<file path="config.mk">
export PLATFORM = sky130hd
export DESIGN_NAME = asf_mul
export DESIGN_NICKNAME = d
export VERILOG_FILES = /design/src/rtl/anchor_spring_force_top_macros.svh /design/src/rtl/asf_pkg.sv /design/src/rtl/asf_mul.sv
export SDC_FILE = /design/constraint.sdc
export NUM_CORES = 2
export LEC_CHECK = 0
export BUFFER_PORTS_ARGS = -buffer_cell sky130_fd_sc_hd__buf_4
export CORE_ASPECT_RATIO = 0.8
export CORE_MARGIN = 8
export CORE_UTILIZATION = 62
export DETAILED_ROUTE_END_ITERATION = 10
export PLACE_DENSITY_LB_ADDON = 0.1
export SLEW_MARGIN = 20
export SYNTH_ARGS = -nofsm -noshare
export SYNTH_HDL_FRONTEND = slang
export SYNTH_SLANG_ARGS = --single-unit
export TNS_END_PERCENT = 20
</file>
<file path="constraint.sdc">
create_clock -name clk -period 12.3 [get_ports clk]
set_input_delay 0 -clock clk [delete_from_list [all_inputs] [get_ports clk]]
set_output_delay 0 -clock clk [all_outputs]
set_load 0.005 [all_outputs]
</file>
<file path="src/rtl/anchor_spring_force_top_macros.svh">
// assertion macros for the anchor spring force block
// used by anchor_spring_force_top; expects clk and rst_n in scope
`ifndef ANCHOR_SPRING_FORCE_TOP_MACROS_SVH
`define ANCHOR_SPRING_FORCE_TOP_MACROS_SVH

// same-cycle implication
`define ASF_ASSERT_IMPL(name, ante, cons, msg) \
    name: assert property (@(posedge clk) disable iff (!rst_n) (ante) |-> (cons)) \
        else $error(msg);

// next-cycle implication
`define ASF_ASSERT_NEXT(name, ante, cons, msg) \
    name: assert property (@(posedge clk) disable iff (!rst_n) (ante) |=> (cons)) \
        else $error(msg);

`endif

</file>
<file path="src/rtl/asf_pkg.sv">
// shared types, constants and helpers of the anchor spring force block
// no dependencies
package asf_pkg;

    localparam int CFG_IDX_W = 3;
    localparam logic [CFG_IDX_W-1:0] REG_BOX_XX = 3'd0;
    localparam logic [CFG_IDX_W-1:0] REG_BOX_XZ = 3'd1;
    localparam logic [CFG_IDX_W-1:0] REG_BOX_ZX = 3'd2;
    localparam logic [CFG_IDX_W-1:0] REG_BOX_ZZ = 3'd3;
    localparam logic [CFG_IDX_W-1:0] REG_SPRING = 3'd4;

    localparam logic signed [18:0] W_LIMIT = 19'sd131072;
    localparam logic [47:0] E_MAX = 48'hFFFF_FFFF_FFFF;

    // multiplier operand selections
    localparam int OP_W = 5;
    localparam logic [OP_W-1:0] OP_NONE    = 5'd0;
    localparam logic [OP_W-1:0] OP_SX_W    = 5'd1;
    localparam logic [OP_W-1:0] OP_SZ_W    = 5'd2;
    localparam logic [OP_W-1:0] OP_BXX_SX  = 5'd3;
    localparam logic [OP_W-1:0] OP_BXZ_SZ  = 5'd4;
    localparam logic [OP_W-1:0] OP_BZX_SX  = 5'd5;
    localparam logic [OP_W-1:0] OP_BZZ_SZ  = 5'd6;
    localparam logic [OP_W-1:0] OP_DRX_DRX = 5'd7;
    localparam logic [OP_W-1:0] OP_DRZ_DRZ = 5'd8;
    localparam logic [OP_W-1:0] OP_K_DRX   = 5'd9;
    localparam logic [OP_W-1:0] OP_K_DRZ   = 5'd10;
    localparam logic [OP_W-1:0] OP_K_LO    = 5'd11;
    localparam logic [OP_W-1:0] OP_K_HI    = 5'd12;
    localparam logic [OP_W-1:0] OP_FHX_W   = 5'd13;
    localparam logic [OP_W-1:0] OP_FLX_W   = 5'd14;
    localparam logic [OP_W-1:0] OP_FHZ_W   = 5'd15;
    localparam logic [OP_W-1:0] OP_FLZ_W   = 5'd16;

    typedef struct packed {
        logic signed [31:0] box_xx;
        logic signed [31:0] box_xz;
        logic signed [31:0] box_zx;
        logic signed [31:0] box_zz;
        logic [30:0]        spring_k;
    } cfg_t;

    typedef struct packed {
        logic signed [31:0] sx;
        logic signed [31:0] sz;
        logic signed [18:0] w;
        logic signed [32:0] drx;
        logic signed [32:0] drz;
        logic [63:0]        n2;
        logic signed [46:0] fx;
        logic signed [46:0] fz;
    } mul_src_t;

    function automatic logic signed [31:0] sat32(input logic signed [65:0] v);
        if (v > 66'sd2147483647)
            return 32'sh7FFF_FFFF;
        else if (v < -66'sd2147483648)
            return 32'sh8000_0000;
        else
            return v[31:0];
    endfunction

endpackage

</file>
<file path="src/rtl/asf_mul.sv">
// shared 33x33 signed multiplier with operand select and registered product
// depends on asf_pkg
module asf_mul
    import asf_pkg::*;
(
    input  logic                clk,
    input  logic [OP_W-1:0]     op,
    input  mul_src_t            src,
    input  cfg_t                cfg,
    output logic signed [65:0]  prod
);

    logic signed [32:0] opa;
    logic signed [32:0] opb;
    logic signed [32:0] w_ext;
    logic signed [32:0] k_ext;
    logic signed [65:0] prod_next;
    logic signed [65:0] prod_reg;

    assign w_ext = {{14{src.w[18]}}, src.w};
    assign k_ext = {2'b00, cfg.spring_k};

    always_comb
    begin
        unique case (op)
            OP_SX_W:    begin opa = {src.sx[31], src.sx}; opb = w_ext; end
            OP_SZ_W:    begin opa = {src.sz[31], src.sz}; opb = w_ext; end
            OP_BXX_SX:  begin opa = {cfg.box_xx[31], cfg.box_xx}; opb = {src.sx[31], src.sx}; end
            OP_BXZ_SZ:  begin opa = {cfg.box_xz[31], cfg.box_xz}; opb = {src.sz[31], src.sz}; end
            OP_BZX_SX:  begin opa = {cfg.box_zx[31], cfg.box_zx}; opb = {src.sx[31], src.sx}; end
            OP_BZZ_SZ:  begin opa = {cfg.box_zz[31], cfg.box_zz}; opb = {src.sz[31], src.sz}; end
            OP_DRX_DRX: begin opa = src.drx; opb = src.drx; end
            OP_DRZ_DRZ: begin opa = src.drz; opb = src.drz; end
            OP_K_DRX:   begin opa = k_ext; opb = src.drx; end
            OP_K_DRZ:   begin opa = k_ext; opb = src.drz; end
            OP_K_LO:    begin opa = k_ext; opb = {1'b0, src.n2[31:0]}; end
            OP_K_HI:    begin opa = k_ext; opb = {1'b0, src.n2[63:32]}; end
            // force split as high part times weight plus low 16 bits times weight
            OP_FHX_W:   begin opa = {{2{src.fx[46]}}, src.fx[46:16]}; opb = w_ext; end
            OP_FLX_W:   begin opa = {17'b0, src.fx[15:0]}; opb = w_ext; end
            OP_FHZ_W:   begin opa = {{2{src.fz[46]}}, src.fz[46:16]}; opb = w_ext; end
            OP_FLZ_W:   begin opa = {17'b0, src.fz[15:0]}; opb = w_ext; end
            default:    begin opa = '0; opb = '0; end
        endcase
    end

    assign prod_next = opa * opb;

    always_ff @(posedge clk)
    begin
        prod_reg <= prod_next;
    end

    assign prod = prod_reg;

endmodule

</file>
==> reports/metrics.yaml <==
synthDistinctLibCells: 79
clkSlewWorstSetupHoldPaths_ns: 0.07
tns_ns: 0
crit_top_cell: "fa_1"
grt_max_degree: 33
rows: 86
cp_max_fo: 22
numCtsBuffers: 9
worstPathArrival_ns: 11.20
grt_pass1_vias: 40515
max_slew_margin_pct: 16.83
grt_usage_pct: 48.71
cts.sinks: 66
cts_resized: 0
htree_levels: 3
cts_hold_buf: 0
setup.worst_path.start_class: "input port"
worst_ep_required_time_ns: 12.59
synth_edf_count: 0
die_h_um: 251.4
grt_pass1_wl_um: 271500
largest_reg_flops: 66
die-area_um2: 78000
critPathKind: "in2reg"
startpoint: "op[4]"
p_per_area_nw_per_um2: 243.0
seq_area_frac_synth_pct: 3.077
initial_utilization_pct: 62.46
place.gp.congestion: 1.101
status: "complete, but fails checks"
routed_via_density: 6.183
setup-violations-final: 0
area_growth_pct: 13.10
hold_viol_final: 0
portBuffers: 537
async_reset_ff_share_pct: 0
io_pins: 538
min_period_over_period_pct: 88.68
grt_overflow: 0
drv_slew: 0
drtIter0Drc: 5516
rsz0062_at_grt: "false"
nets: 7088
first_pass_iters: 11
hold_ws_ns: 0.2248
antenna_found_initial: 35
p_leak_uw: 0.02564
violations: "DRC"
wl_per_cell_um: 30.05
max_freq_mhz: 91.68
post_cts_buffers: 0
hp-start: "cfg[0]"
wirelength_um: 186600
ant_nets: 0
synth_ff_type: "dfxtp_1"
ir_drop_mv: 0.6810
drv_cap: 0
design.core.area_um2: 68760
placedCellCount: 6165
cp_slowest_cell: "nor3_2"
die_x_um: 310.3
end_kind: "flop"
drc: 18
ys_ff_latch: 66
worst_pin_slew_ns: 1.244
cts_tree: "done"
syn_avg_cell_area_um2: 8.875
syn-num-nets: 6673
dp_slack_ns: 1.342
cp_slowest_stage_delay_ns: 0.95
hpwl_um: 156300
hp-class: "in2reg"
syn_inst: 4839
dr_total_vias: 38397
ys.warnings.count: 0
stdcell_count: 6210
clock-root-buffer: "clkbuf_16"
clockBufferDepth: 2
drive_above_1_share_pct: 14.66
synth_area_um2: 42950
layout_min_cycle_time_ns: 10.91
worst_slack_ns: 1.392
[synth_stat cells, types with 14 or more instances]
cell type	instances	area [µm²]
inv_1	1172	4399
nand3_1	40	200.2
and3_1	23	143.9
ha_1	217	2715
fa_1	1145	22920
a21o_1	43	322.8
nor3_1	20	100.1
xnor2_1	55	481.7
o21ai_0	25	125.1
a21oi_1	62	310.3
a22oi_1	97	728.2
nand2_1	743	2789
or3_1	14	87.58
a221o_1	35	350.3
dfxtp_1	66	1321
a222oi_1	64	640.6
nor2_1	458	1719
clkbuf_1	108	405.4
and2_1	43	269.0
nor2b_1	18	112.6
buf_2	149	745.7
xor2_1	21	183.9
or4_1	16	120.1
a22o_1	41	359.1
[final timing paths]
path,endpoint,slack (ns),cells past startpoint
setup / recovery,prod[65],1.39,33
hold / removal,prod[0],0.22,4
[per-stage QoR]
step           power, µW  utilization (%)  instance area [µm²]
6_report           11800            70.64                48570
5_1_grt            12990            70.62                48560
4_1_cts            11600            70.50                48480
3_5_place_dp       11230            70.11                48200
3_3_place_gp       10970            70.08                48180
2_1_floorplan       8193                -                42950
[routing by layer]
layer | vias to the layer above | GRT usage, % | routed length (µm)
met4 | 18 | 36.29 | 18040
li1 | 15326 | - | -
met1 | 19030 | 58.37 | 60840
met2 | 3355 | 65.83 | 74660
met3 | 668 | 25.74 | 32960
met5 | - | 0.4397 | 138
[area by class of cell]
cell class                      count  area [µm²]
Clock buffer                       12       256.5
Sequential cell                    66        1321
Inverter                         1175        4410
Timing Repair Buffer              673        5089
Multi-Input combinational cell   3329       36250
Tap cell                          924        1156
Fill cell                        5405       20190
Antenna cell                       28       70.07
Clock inverter                      3       15.01
[kinds of logic (layout without fill, tap and decap cells)]
kind of cell	after synthesis	count (layout)	synth area share, %
and+or+nand+nor	1446	1446	14.26
buffers and inverters	1444	1863	13.15
adders and majority gates	1362	1362	59.70
AOI/OAI and AO/OA	445	445	8.268
xor gates and xnor gates	76	76	1.550
DFF	66	66	3.077
other	0	28	0
[worst max-delay path: cells and delay by family]
| family | cells | cell delay, ns |
|---|---|---|
| adders and majority gates | 9 | 4.84 |
| and+or+nand+nor | 9 | 3.18 |
| AOI/OAI and AO/OA | 8 | 2.14 |
| buffers and inverters | 7 | 0.97 |
[report_power, final]
| part | internal, µW | leakage [µW] | total [µW] | switching, µW |
|---|---|---|---|---|
| registers | 443 | 0.000555 | 483 | 40.4 |
| logic | 4340 | 0.0249 | 11000 | 6690 |
| clock network | 146 | 0.000138 | 296 | 150 |
[cells in the final DEF (no fill, tap or decap), drive strengths merged, types with 35 or more instances in the layout]
cell type	n
nand2	744
a21oi	64
ha	217
a221o	35
dfxtp	66
nor2	458
nand3	41
a22oi	97
buf	673
xnor2	55
and2	45
a222oi	64
inv	1175
a22o	41
a21o	43
fa	1145
Power figures use the tool's default switching activity.
