$ cat src/rtl/anchor_spring_force_top_macros.svh
// assertion macros for the anchor spring force block
// used by anchor_spring_force_top; expects clk and rst_n in scope
`ifndef ANCHOR_SPRING_FORCE_TOP_MACROS_SVH
`define ANCHOR_SPRING_FORCE_TOP_MACROS_SVH

// same-cycle implication
`define ASF_ASSERT_IMPL(name, ante, cons, msg) \
    name: assert property (@(posedge clk) disable iff (!rst_n) (ante) |-> (cons)) \
        else $error(msg);

// next-cycle implication
`define ASF_ASSERT_NEXT(name, ante, cons, msg) \
    name: assert property (@(posedge clk) disable iff (!rst_n) (ante) |=> (cons)) \
        else $error(msg);

`endif

$ cat src/rtl/asf_pkg.sv
// shared types, constants and helpers of the anchor spring force block
// no dependencies
package asf_pkg;

    localparam int CFG_IDX_W = 3;
    localparam logic [CFG_IDX_W-1:0] REG_BOX_XX = 3'd0;
    localparam logic [CFG_IDX_W-1:0] REG_BOX_XZ = 3'd1;
    localparam logic [CFG_IDX_W-1:0] REG_BOX_ZX = 3'd2;
    localparam logic [CFG_IDX_W-1:0] REG_BOX_ZZ = 3'd3;
    localparam logic [CFG_IDX_W-1:0] REG_SPRING = 3'd4;

    localparam logic signed [18:0] W_LIMIT = 19'sd131072;
    localparam logic [47:0] E_MAX = 48'hFFFF_FFFF_FFFF;

    // multiplier operand selections
    localparam int OP_W = 5;
    localparam logic [OP_W-1:0] OP_NONE    = 5'd0;
    localparam logic [OP_W-1:0] OP_SX_W    = 5'd1;
    localparam logic [OP_W-1:0] OP_SZ_W    = 5'd2;
    localparam logic [OP_W-1:0] OP_BXX_SX  = 5'd3;
    localparam logic [OP_W-1:0] OP_BXZ_SZ  = 5'd4;
    localparam logic [OP_W-1:0] OP_BZX_SX  = 5'd5;
    localparam logic [OP_W-1:0] OP_BZZ_SZ  = 5'd6;
    localparam logic [OP_W-1:0] OP_DRX_DRX = 5'd7;
    localparam logic [OP_W-1:0] OP_DRZ_DRZ = 5'd8;
    localparam logic [OP_W-1:0] OP_K_DRX   = 5'd9;
    localparam logic [OP_W-1:0] OP_K_DRZ   = 5'd10;
    localparam logic [OP_W-1:0] OP_K_LO    = 5'd11;
    localparam logic [OP_W-1:0] OP_K_HI    = 5'd12;
    localparam logic [OP_W-1:0] OP_FHX_W   = 5'd13;
    localparam logic [OP_W-1:0] OP_FLX_W   = 5'd14;
    localparam logic [OP_W-1:0] OP_FHZ_W   = 5'd15;
    localparam logic [OP_W-1:0] OP_FLZ_W   = 5'd16;

    typedef struct packed {
        logic signed [31:0] box_xx;
        logic signed [31:0] box_xz;
        logic signed [31:0] box_zx;
        logic signed [31:0] box_zz;
        logic [30:0]        spring_k;
    } cfg_t;

    typedef struct packed {
        logic signed [31:0] sx;
        logic signed [31:0] sz;
        logic signed [18:0] w;
        logic signed [32:0] drx;
        logic signed [32:0] drz;
        logic [63:0]        n2;
        logic signed [46:0] fx;
        logic signed [46:0] fz;
    } mul_src_t;

    function automatic logic signed [31:0] sat32(input logic signed [65:0] v);
        if (v > 66'sd2147483647)
            return 32'sh7FFF_FFFF;
        else if (v < -66'sd2147483648)
            return 32'sh8000_0000;
        else
            return v[31:0];
    endfunction

endpackage

$ cat src/rtl/asf_cfg.sv
// configuration register file: box matrix and spring constant
// depends on asf_pkg
module asf_cfg
    import asf_pkg::*;
(
    input  logic                 clk,
    input  logic                 rst_n,
    input  logic                 cfg_valid,
    output logic                 cfg_ready,
    input  logic [CFG_IDX_W-1:0] cfg_index,
    input  logic [31:0]          cfg_data,
    output cfg_t                 cfg
);

    cfg_t cfg_reg;
    cfg_t cfg_next;

    assign cfg_ready = 1'b1;

    always_comb
    begin
        cfg_next = cfg_reg;
        if (cfg_valid)
        begin
            unique case (cfg_index)
                REG_BOX_XX: cfg_next.box_xx   = cfg_data;
                REG_BOX_XZ: cfg_next.box_xz   = cfg_data;
                REG_BOX_ZX: cfg_next.box_zx   = cfg_data;
                REG_BOX_ZZ: cfg_next.box_zz   = cfg_data;
                REG_SPRING: cfg_next.spring_k = cfg_data[30:0];
                default:    cfg_next = cfg_reg;
            endcase
        end
    end

    always_ff @(posedge clk or negedge rst_n)
    begin
        if (!rst_n)
        begin
            cfg_reg.box_xx   <= 32'sd65536;
            cfg_reg.box_xz   <= '0;
            cfg_reg.box_zx   <= '0;
            cfg_reg.box_zz   <= 32'sd65536;
            cfg_reg.spring_k <= 31'd65536;
        end
        else
        begin
            cfg_reg <= cfg_next;
        end
    end

    assign cfg = cfg_reg;

endmodule

$ cat config.mk
export PLATFORM = sky130hd
export DESIGN_NAME = asf_cfg
export DESIGN_NICKNAME = d
export VERILOG_FILES = /design/src/rtl/anchor_spring_force_top_macros.svh /design/src/rtl/asf_pkg.sv /design/src/rtl/asf_cfg.sv
export SDC_FILE = /design/constraint.sdc
export NUM_CORES = 1
export LEC_CHECK = 0
export BUFFER_PORTS_ARGS = -buffer_cell sky130_fd_sc_hd__buf_2
export CAP_MARGIN = 20
export CORE_ASPECT_RATIO = 0.6
export CORE_MARGIN = 2
export CORE_UTILIZATION = 40
export DETAILED_ROUTE_END_ITERATION = 6
export HOLD_SLACK_MARGIN = 0.02
export PLACE_DENSITY_LB_ADDON = 0.3
export SLEW_MARGIN = 0
export SYNTH_ARGS = -nofsm -noshare
export SYNTH_HDL_FRONTEND = slang
export SYNTH_SLANG_ARGS = --single-unit
$ cat constraint.sdc
create_clock -name clk -period 0.8 [get_ports clk]
set_input_delay 0.16 -clock clk [delete_from_list [all_inputs] [get_ports clk]]
set_output_delay 0.16 -clock clk [all_outputs]
set_load 0.01 [all_outputs]
==> impl_metrics.env, run 1 <==
export IMPL_grt_usage=0.2413
export IMPL_path_delay_family="flip-flops"
export IMPL_drt_initial_drc_count=197
export IMPL_synthSimpleGateAreaFrac=0.01083
export IMPL_fp_dieH_um=98.95
export IMPL_drtAntennaViolNets=0
export IMPL_arrival_ps=1060
export IMPL_antenna_found_initial=0
export IMPL_totalWireLength_um=18720
export IMPL_synth_seq_area_share=0.6627
export IMPL_synth_top_family_by_area="multiplexers"
export IMPL_grt_pass1_vias=4692
export IMPL_hpwl_um=10250
export IMPL_area_delta_synth_final_pct=73.25
export IMPL_drcViolationCount=0
export IMPL_p_leak_nw=5.285
export IMPL_gp_congestion=0.7779
export IMPL_ys_flop_type="dfrtp_1"
export IMPL_synth_top_area_share=0.6496
export IMPL_n_fill_cell=955
export IMPL_cts_root_buf="clkbuf_16"
export IMPL_finalMaxSlewViolations=0
export IMPL_rsz0062_at_grt="true"
export IMPL_fin_crit_sh=1.520
export IMPL_cts_buffers=17
export IMPL_synth_nets=380
export IMPL_utilization=0.7135
export IMPL_synth_common_cells="156 x dfrtp_1, 148 x mux2_2, 12 x buf_6"
export IMPL_hp_class="input port to flop"
export IMPL_end_kind="output pin"
export IMPL_setup_slack_ps=-416.1
export IMPL_ir_drop_uv=1451
export IMPL_status="finished, violations left"
export IMPL_dr_total_vias=4332
export IMPL_cts_num_sinks=159
export IMPL_synth_area_mux_share=0.2979
export IMPL_path_clk_slew_ps=70
export IMPL_worstSetupPathType="flop to output pin"
export IMPL_cp_max_fo=2
export IMPL_ys_warn_count=0
export IMPL_finalCriticalPeriod_ps=1216
export IMPL_busiest_layer="met2"
export IMPL_slowest_stage="dfstp_2"
export IMPL_dieArea_um2=16050
export IMPL_synth_cell_type_count=12
export IMPL_clk_latency_ps=410
export IMPL_skew_ps=0
export IMPL_post_drt_wl_per_cell_um=20.52
export IMPL_required_ps=640
export IMPL_netlist_instances=342
export IMPL_synth_area_leaders="dfrtp_1 65%, mux2_2 28%, buf_6 2.2%"
export IMPL_synthXorXnorAreaFrac=0
export IMPL_synth_edff_count=0
export IMPL_yosysMostFrequentCell="dfrtp_1"
export IMPL_drive_gt1_frac=0.7745
export IMPL_synthAdderAreaFrac=0
export IMPL_dieWidth_um=162.2
export IMPL_max_stage_delay_ps=550
export IMPL_grt_use_met2=0.3885
export IMPL_cts_tree="built"
export IMPL_placed_area_um2=7696
export IMPL_syn_avg_cell_area_um2=17.57
export IMPL_finalSetupViolations=310
export IMPL_h_tree_depth=4
export IMPL_clk_path_buf_depth=2
export IMPL_grt_overflow_total=0
export IMPL_yosysTopAreaCell="dfrtp_1"
export IMPL_hold_violations=0
export IMPL_fin_nets=739
export IMPL_drv_cap=0
export IMPL_post_place_ws_ps=-689.0
export IMPL_powerDensity_nw_per_um2=2721
export IMPL_coreArea_um2=14590
export IMPL_largest_register_ffs=159
export IMPL_use_met1=0.3274
export IMPL_start_util=0.4119
export IMPL_fin_area_um2=10410
export IMPL_ys_ff_latch=159
export IMPL_synth_compound_area_share=0
export IMPL_grt_pass1_wl_um=28870
export IMPL_crit_chain="buf_6"
export IMPL_firstDrtPassIters=5
export IMPL_via_per_inst=4.750
export IMPL_violations="negative setup slack"
export IMPL_ys_async_sr_fraction=1.000
export IMPL_crit_buf_inv=1
export IMPL_fmax_ghz=0.8223
export IMPL_grt_max_degree=40
export IMPL_grt_use_met3=0.07197
export IMPL_cp_start_kind="flop"
export IMPL_rows=34
export IMPL_io_buffers=196
export IMPL_netlist_area_um2=6010
export IMPL_ios=198
export IMPL_antenna_cells=0
==> power by group <==
group / switching, mW / internal [mW] / total [mW]
logic: 3.21 / 6.02 / 9.23
clock network: 3.38 / 4.71 / 8.08
registers: 1.16 / 9.85 / 11.0
==> kinds of logic after synthesis <==
group                  Yosys count
flip-flops                     159
multiplexers                   159
AND/OR/NAND/NOR                  5
other                            1
buffers and inverters           18
==> through the flow <==
step | TNS (ps) | power, mW | instances | hold WS (ps)
after detailed placement | -95460 | 16.70 | 739 | 18.59
after CTS | -78880 | 27.13 | 866 | 21.36
after floorplan | -54130 | 13.87 | 342 | -135.6
final | -78110 | 28.32 | 912 | 42.89
after global placement | -93390 | 16.53 | 739 | 17.04
after global routing | -87090 | 29.66 | 912 | 34.85
==> worst paths after layout <==
check	startpoint	to	cells after the start	slack, ps
hold / removal	cfg_data[27]	cfg[154]	2	40
setup / recovery	cfg[16]	cfg[16]	1	-420
max in group asynchronous	rst_n	cfg[61]	3	170
setup reg to reg	cfg[68]	cfg[68]	3	-230
min in group asynchronous	rst_n	cfg[60]	2	140
hold reg to reg	cfg[37]	cfg[37]	1	510
==> what timing repair did <==
| action | CTS | global route |
|---|---|---|
| setup endpoints to repair | 318 | 318 |
| endpoints found under the hold margin | 159 | 0 |
| buffers inserted | 83 | 65 |
| pin swaps | 4 | 2 |
| cloned | 12 | 1 |
| gates resized for setup | 159 | 49 |
| hold buffers | 1 | 0 |
==> metal layers <==
metal	vias up	share of wire
li1	1927	-
met1	2266	0.46
met2	129	0.48
met3	10	0.058
met4	0	0.0083
met5	-	0
==> cells in the final DEF, fill, tap and decap left out <==
cell type        n
bufinv_16        2
inv_6            4
clkbuf_1         2
dfrtp_1        156
buf_6           80
clkbuf_16       18
buf_16           6
mux2_2           1
buf_2          140
dfstp_2          3
conb_1           1
clkbuf_8         1
nor4b_4          1
clkinv_2         3
nand4b_1         1
and4bb_4         1
buf_4          101
dlygate4sd3_1    1
nor4bb_4         2
buf_8            5
mux2_4         158
clkinvlp_4       3
buf_12          24
==> layout make-up <==
cell class / count / area [um2] / share of cell area
tap: 198 / 247.7 / 0.02380
clock buffer: 20 / 446.7 / 0.04290
timing repair buffer: 358 / 3115 / 0.2992
clock inverter: 12 / 132.6 / 0.01274
multi-input combinational: 165 / 2486 / 0.2388
sequential: 159 / 3983 / 0.3825
==> worst register-to-register path, cell delays in order (launching register included) <==
cell and delay (ps):
dfrtp_1 400, buf_4 140, buf_4 120, mux2_4 260
No activity file was read; power rests on OpenSTA's default activity.
==> run 2: changes to the inputs <==
--- a/config.mk
+++ b/config.mk
@@ -13,6 +13,7 @@
 export DETAILED_ROUTE_END_ITERATION = 6
 export HOLD_SLACK_MARGIN = 0.02
 export PLACE_DENSITY_LB_ADDON = 0.3
+export REMOVE_ABC_BUFFERS = 1
 export SLEW_MARGIN = 0
 export SYNTH_ARGS = -nofsm -noshare
 export SYNTH_HDL_FRONTEND = slang
==> run 2 against run 1 <==
- the flow still finishes with violations (negative setup slack)
- worst hold slack lost 3.0 ps
- wire length grew 0.63%
- clock skew is the same
- power shrank 5.7%
- combinational power shrank 10%
- global-route usage shrank 0.47 points
- sequential share of layout area grew 2.5 points
- worst setup slack lost 2.7 ps
- sequential power is essentially flat
- largest power group unchanged
- first-iteration DRC count shrank 0.51%
- critical endpoint unchanged
- design area shrank 6.1%
==> impl_metrics.env, run 2 (synthesis gave the netlist of run 1 again) <==
export IMPL_rsz0062_at_grt="true"
export IMPL_powerDensity_nw_per_um2=2733
export IMPL_fin_area_um2=9776
export IMPL_arrival_ps=1060
export IMPL_firstDrtPassIters=4
export IMPL_max_stage_delay_ps=550
export IMPL_totalNegativeSetupSlack_ps=-68870
export IMPL_cts_buffers=17
export IMPL_antenna_found_initial=0
export IMPL_cts_num_sinks=159
export IMPL_fin_nets=699
export IMPL_finalSetupViolations=286
export IMPL_h_tree_depth=4
export IMPL_antenna_cells=0
export IMPL_finalNonFillerCells=872
export IMPL_drive_gt1_frac=0.7596
export IMPL_gp_congestion=0.7221
export IMPL_status="finished, violations left"
export IMPL_area_delta_synth_final_pct=62.67
export IMPL_fmax_ghz=0.8205
export IMPL_grt_pass1_vias=4432
export IMPL_clk_latency_ps=410
export IMPL_layout_common_cells="156 x dfrtp_1, 146 x buf_2, 129 x mux2_4, 85 x buf_4, 57 x buf_6"
export IMPL_cts_tree="built"
export IMPL_start_util=0.4119
export IMPL_post_place_cells=735
export IMPL_path_delay_family="flip-flops"
export IMPL_totalWireLength_um=18840
export IMPL_finalCriticalPeriod_ps=1219
export IMPL_largest_register_ffs=159
export IMPL_drcViolationCount=0
export IMPL_coreArea_um2=14590
export IMPL_n_fill_cell=1016
export IMPL_fp_dieH_um=98.95
export IMPL_cp_max_fo=2
export IMPL_clk_path_buf_depth=2
export IMPL_finalMaxSlewViolations=0
export IMPL_violations="negative setup slack"
export IMPL_via_per_inst=4.806
export IMPL_hold_violations=0
export IMPL_crit_chain="buf_6"
export IMPL_total_power_mw=26.72
export IMPL_setup_slack_ps=-418.8
export IMPL_end_kind="output pin"
export IMPL_holdWs_ps=39.91
export IMPL_dr_total_vias=4191
export IMPL_dieArea_um2=16050
export IMPL_grt_usage=0.2366
export IMPL_io_buffers=196
export IMPL_slowest_stage="dfstp_2"
export IMPL_rows=34
export IMPL_hp_class="input port to flop"
export IMPL_ios=198
export IMPL_drtAntennaViolNets=0
export IMPL_required_ps=640
export IMPL_grt_overflow_total=0
export IMPL_grt_pass1_wl_um=28090
export IMPL_placed_area_um2=7347
export IMPL_final_common_cell="dfrtp_1"
export IMPL_fin_crit_sh=1.523
export IMPL_drt_initial_drc_count=196
export IMPL_post_drt_wl_per_cell_um=21.60
export IMPL_drv_cap=0
export IMPL_cts_root_buf="clkbuf_16"
export IMPL_dieWidth_um=162.2
export IMPL_worstSetupPathType="flop to output pin"
export IMPL_ir_drop_uv=1705
export IMPL_cp_start_kind="flop"
export IMPL_path_clk_slew_ps=70
export IMPL_grt_max_degree=33
export IMPL_skew_ps=0
export IMPL_hpwl_um=9899
export IMPL_crit_buf_inv=1
export IMPL_p_leak_nw=4.856
[run 2: what timing repair did]
action                                  in CTS  in global routing
hold buffers                                 1                  0
pin swaps                                    3                  4
cloned                                      12                  1
buffers inserted                            36                 72
endpoints found under the setup margin     318                287
gates resized for setup                    191                 42
endpoints found under the hold margin      156                  0
[run 2: metal layers]
metal / vias to the layer above / global-route usage / part of all wire
met5: - / 0 / 0
met3: 6 / 0.07786 / 0.069
met1: 2182 / 0.3690 / 0.50
met4: 0 / 0.03268 / 0.0046
met2: 151 / 0.3270 / 0.42
li1: 1852 / - / -
[run 2: metrics by stage]
step                setup slack, ps  utilization
floorplan                     -3132            -
global placement             -607.7       0.5035
detailed placement           -658.4       0.5035
CTS                          -431.3       0.6345
global route                 -452.8       0.6700
finish                       -418.8       0.6700
[run 2: cell type report]
class | instances | area (um2) | area share
clock inverter | 11 | 83.83 | 0.008575
clock buffer | 21 | 450.4 | 0.04608
multi-input combinational | 165 | 2377 | 0.2432
tap | 198 | 247.7 | 0.02534
sequential | 159 | 3983 | 0.4074
timing repair buffer | 318 | 2634 | 0.2694
[run 2: final timing paths]
path | from | endpoint | slack (ps) | depth (start not counted)
setup / recovery | cfg[16] | cfg[16] | -420 | 1
hold / removal | cfg_data[2] | cfg[97] | 40 | 2
setup reg to reg | cfg[66] | cfg[66] | -220 | 3
hold reg to reg | cfg[56] | cfg[56] | 500 | 1
max in group asynchronous | rst_n | cfg[47] | 130 | 3
min in group asynchronous | rst_n | cfg[37] | 180 | 2
[run 2: power by group]
group / switching (mW) / leakage [nW] / internal [mW] / total [mW]
Sequential: 1.16 / 1.90 / 9.85 / 11.0
Clock: 3.34 / 0.250 / 4.08 / 7.43
Combinational: 3.04 / 2.70 / 5.24 / 8.28
==> run 3: changes to the inputs <==
==> constraint.sdc (replaced) <==
create_clock -name clk -period 1.2 [get_ports clk]
set_input_delay 0.24 -clock clk [delete_from_list [all_inputs] [get_ports clk]]
set_output_delay 0.24 -clock clk [all_outputs]
set_load 0.01 [all_outputs]
==> run 3 against run 2 <==
- the run still ends with negative setup slack left
- design area down 14%
- register-to-register slack better by 510 ps
- global-route usage down 5.3 points
- critical endpoint is now cfg[47]
- highest routed layer unchanged
==> impl_metrics.env, run 3 (synthesis gave the netlist of run 1 again) <==
export IMPL_grt_pass1_vias=4012
export IMPL_r2r_start="cfg[157]"
export IMPL_finalCriticalPeriod_ps=1288
export IMPL_cts_root_buf="clkbuf_16"
export IMPL_antenna_cells=0
export IMPL_path_clk_slew_ps=60
export IMPL_reg2reg_to="cfg[157]"
export IMPL_p_int_mw=11.87
export IMPL_fmax_ghz=0.7766
export IMPL_status="finished, violations left"
export IMPL_crit_buf_inv=1
export IMPL_grt_max_degree=39
export IMPL_dr_total_vias=3808
export IMPL_coreArea_um2=14590
export IMPL_fin_nets=617
export IMPL_rrSetupSlack_ps=290
export IMPL_grt_pass1_wl_um=22510
export IMPL_post_place_cells=735
export IMPL_dieWidth_um=162.2
export IMPL_worstSetupEndpoint="cfg[47]"
export IMPL_area_delta_synth_final_pct=39.25
export IMPL_hp_class="input port to flop"
export IMPL_fp_dieH_um=98.95
export IMPL_path_delay_family="flip-flops"
export IMPL_cts_num_sinks=159
export IMPL_startpoint="cfg[47]"
export IMPL_powerDensity_nw_per_um2=1975
export IMPL_grt_overflow_total=0
export IMPL_clk_latency_ps=400
export IMPL_arrival_ps=1050
export IMPL_finalMaxSlewViolations=0
export IMPL_violations="negative setup slack"
export IMPL_max_stage_delay_ps=550
export IMPL_swShare=0.2818
export IMPL_totalWireLength_um=14470
export IMPL_post_drt_wl_per_cell_um=18.32
export IMPL_fin_crit_sh=1.073
export IMPL_utilization=0.5735
export IMPL_drcViolationCount=0
export IMPL_pwr_share_seq=0.439
export IMPL_cp_start_kind="flop"
export IMPL_setup_slack_ps=-87.71
export IMPL_post_place_ws_ps=-339.0
export IMPL_pwr_share_comb=0.244
export IMPL_ff2ff_path_depth=2
export IMPL_ir_drop_uv=913.0
export IMPL_crit_cells=1
export IMPL_antenna_found_initial=0
export IMPL_hold_start="cfg_data[8]"
export IMPL_drv_cap=0
export IMPL_h_tree_depth=4
export IMPL_required_ps=960
export IMPL_io_buffers=196
export IMPL_rows=34
export IMPL_placed_area_um2=7360
export IMPL_final_common_cell="dfrtp_1"
export IMPL_layout_common_cells="156 x dfrtp_1, 155 x buf_2, 148 x mux2_2, 41 x buf_6, 29 x buf_4"
export IMPL_finalSetupViolations=4
export IMPL_fin_area_um2=8368
export IMPL_p_clk_frac=0.316
export IMPL_rsz0062_at_grt="true"
export IMPL_p_leak_nw=3.982
export IMPL_p_switching_mw=4.658
export IMPL_via_per_inst=4.820
export IMPL_clk_path_buf_depth=2
export IMPL_totalNegativeSetupSlack_ps=-236.5
export IMPL_skew_ps=0
export IMPL_crit_chain="buf_6"
export IMPL_start_util=0.4119
export IMPL_cts_tree="built"
export IMPL_drt_initial_drc_count=120
export IMPL_cp_max_fo=2
export IMPL_dieArea_um2=16050
export IMPL_cts_buffers=17
export IMPL_hold_violations=0
export IMPL_firstDrtPassIters=4
export IMPL_gp_congestion=0.7488
export IMPL_ios=198
export IMPL_worstSetupPathType="flop to output pin"
export IMPL_slowest_stage="dfstp_2"
export IMPL_hpwl_um=10020
export IMPL_drive_gt1_frac=0.7128
export IMPL_largest_register_ffs=159
export IMPL_drtAntennaViolNets=0
export IMPL_finalNonFillerCells=790
export IMPL_grt_usage=0.1833
export IMPL_end_kind="output pin"
-- run 3: repair_timing --
action                                  CTS  global route
buffers inserted                          4            18
endpoints found under the hold margin    25             0
endpoints found under the setup margin   29           131
gates resized for setup                   9            40
hold buffers                              1             0
-- run 3: worst min path at each step --
stage	cells past startpoint	end	slack, ps
floorplan	0	cfg[0]	-60
detailed placement	1	cfg[37]	180
finish	2	cfg[71]	110
global placement	1	cfg[37]	180
global route	2	cfg[153]	110
CTS	2	cfg[71]	90
-- run 3: stage by stage --
step                total power [mW]  hold slack (ps)
floorplan                      8.870           -55.59
global placement               10.63            177.9
detailed placement             10.78            182.9
CTS                            16.21            91.79
global route                   17.36            107.3
finish                         16.53            113.0
-- run 3: final cells by class --
class / instances / area, um2
Clock buffer: 19 / 452.9
Clock inverter: 13 / 130.1
Multi-Input combinational cell: 165 / 1889
Fill cell: 1137 / 6223
Timing Repair Buffer: 236 / 1665
Tap cell: 198 / 247.7
Sequential cell: 159 / 3983
-- run 3: power groups by stage --
stage,clock network [mW],logic [mW],registers [mW]
after global routing,5.61,4.34,7.41
after detailed placement,0,3.51,7.28
after floorplan,0,1.09,7.78
after CTS,5.37,3.63,7.21
final,5.22,4.04,7.26
after global placement,0,3.42,7.21
-- run 3: metal layers --
layer | vias up | share of wire | GRT usage
li1 | 1697 | - | -
met1 | 1970 | 0.48 | 0.2635
met2 | 135 | 0.44 | 0.2638
met3 | 6 | 0.085 | 0.06818
met4 | 0 | 0.0040 | 0.04493
met5 | - | 0 | 0
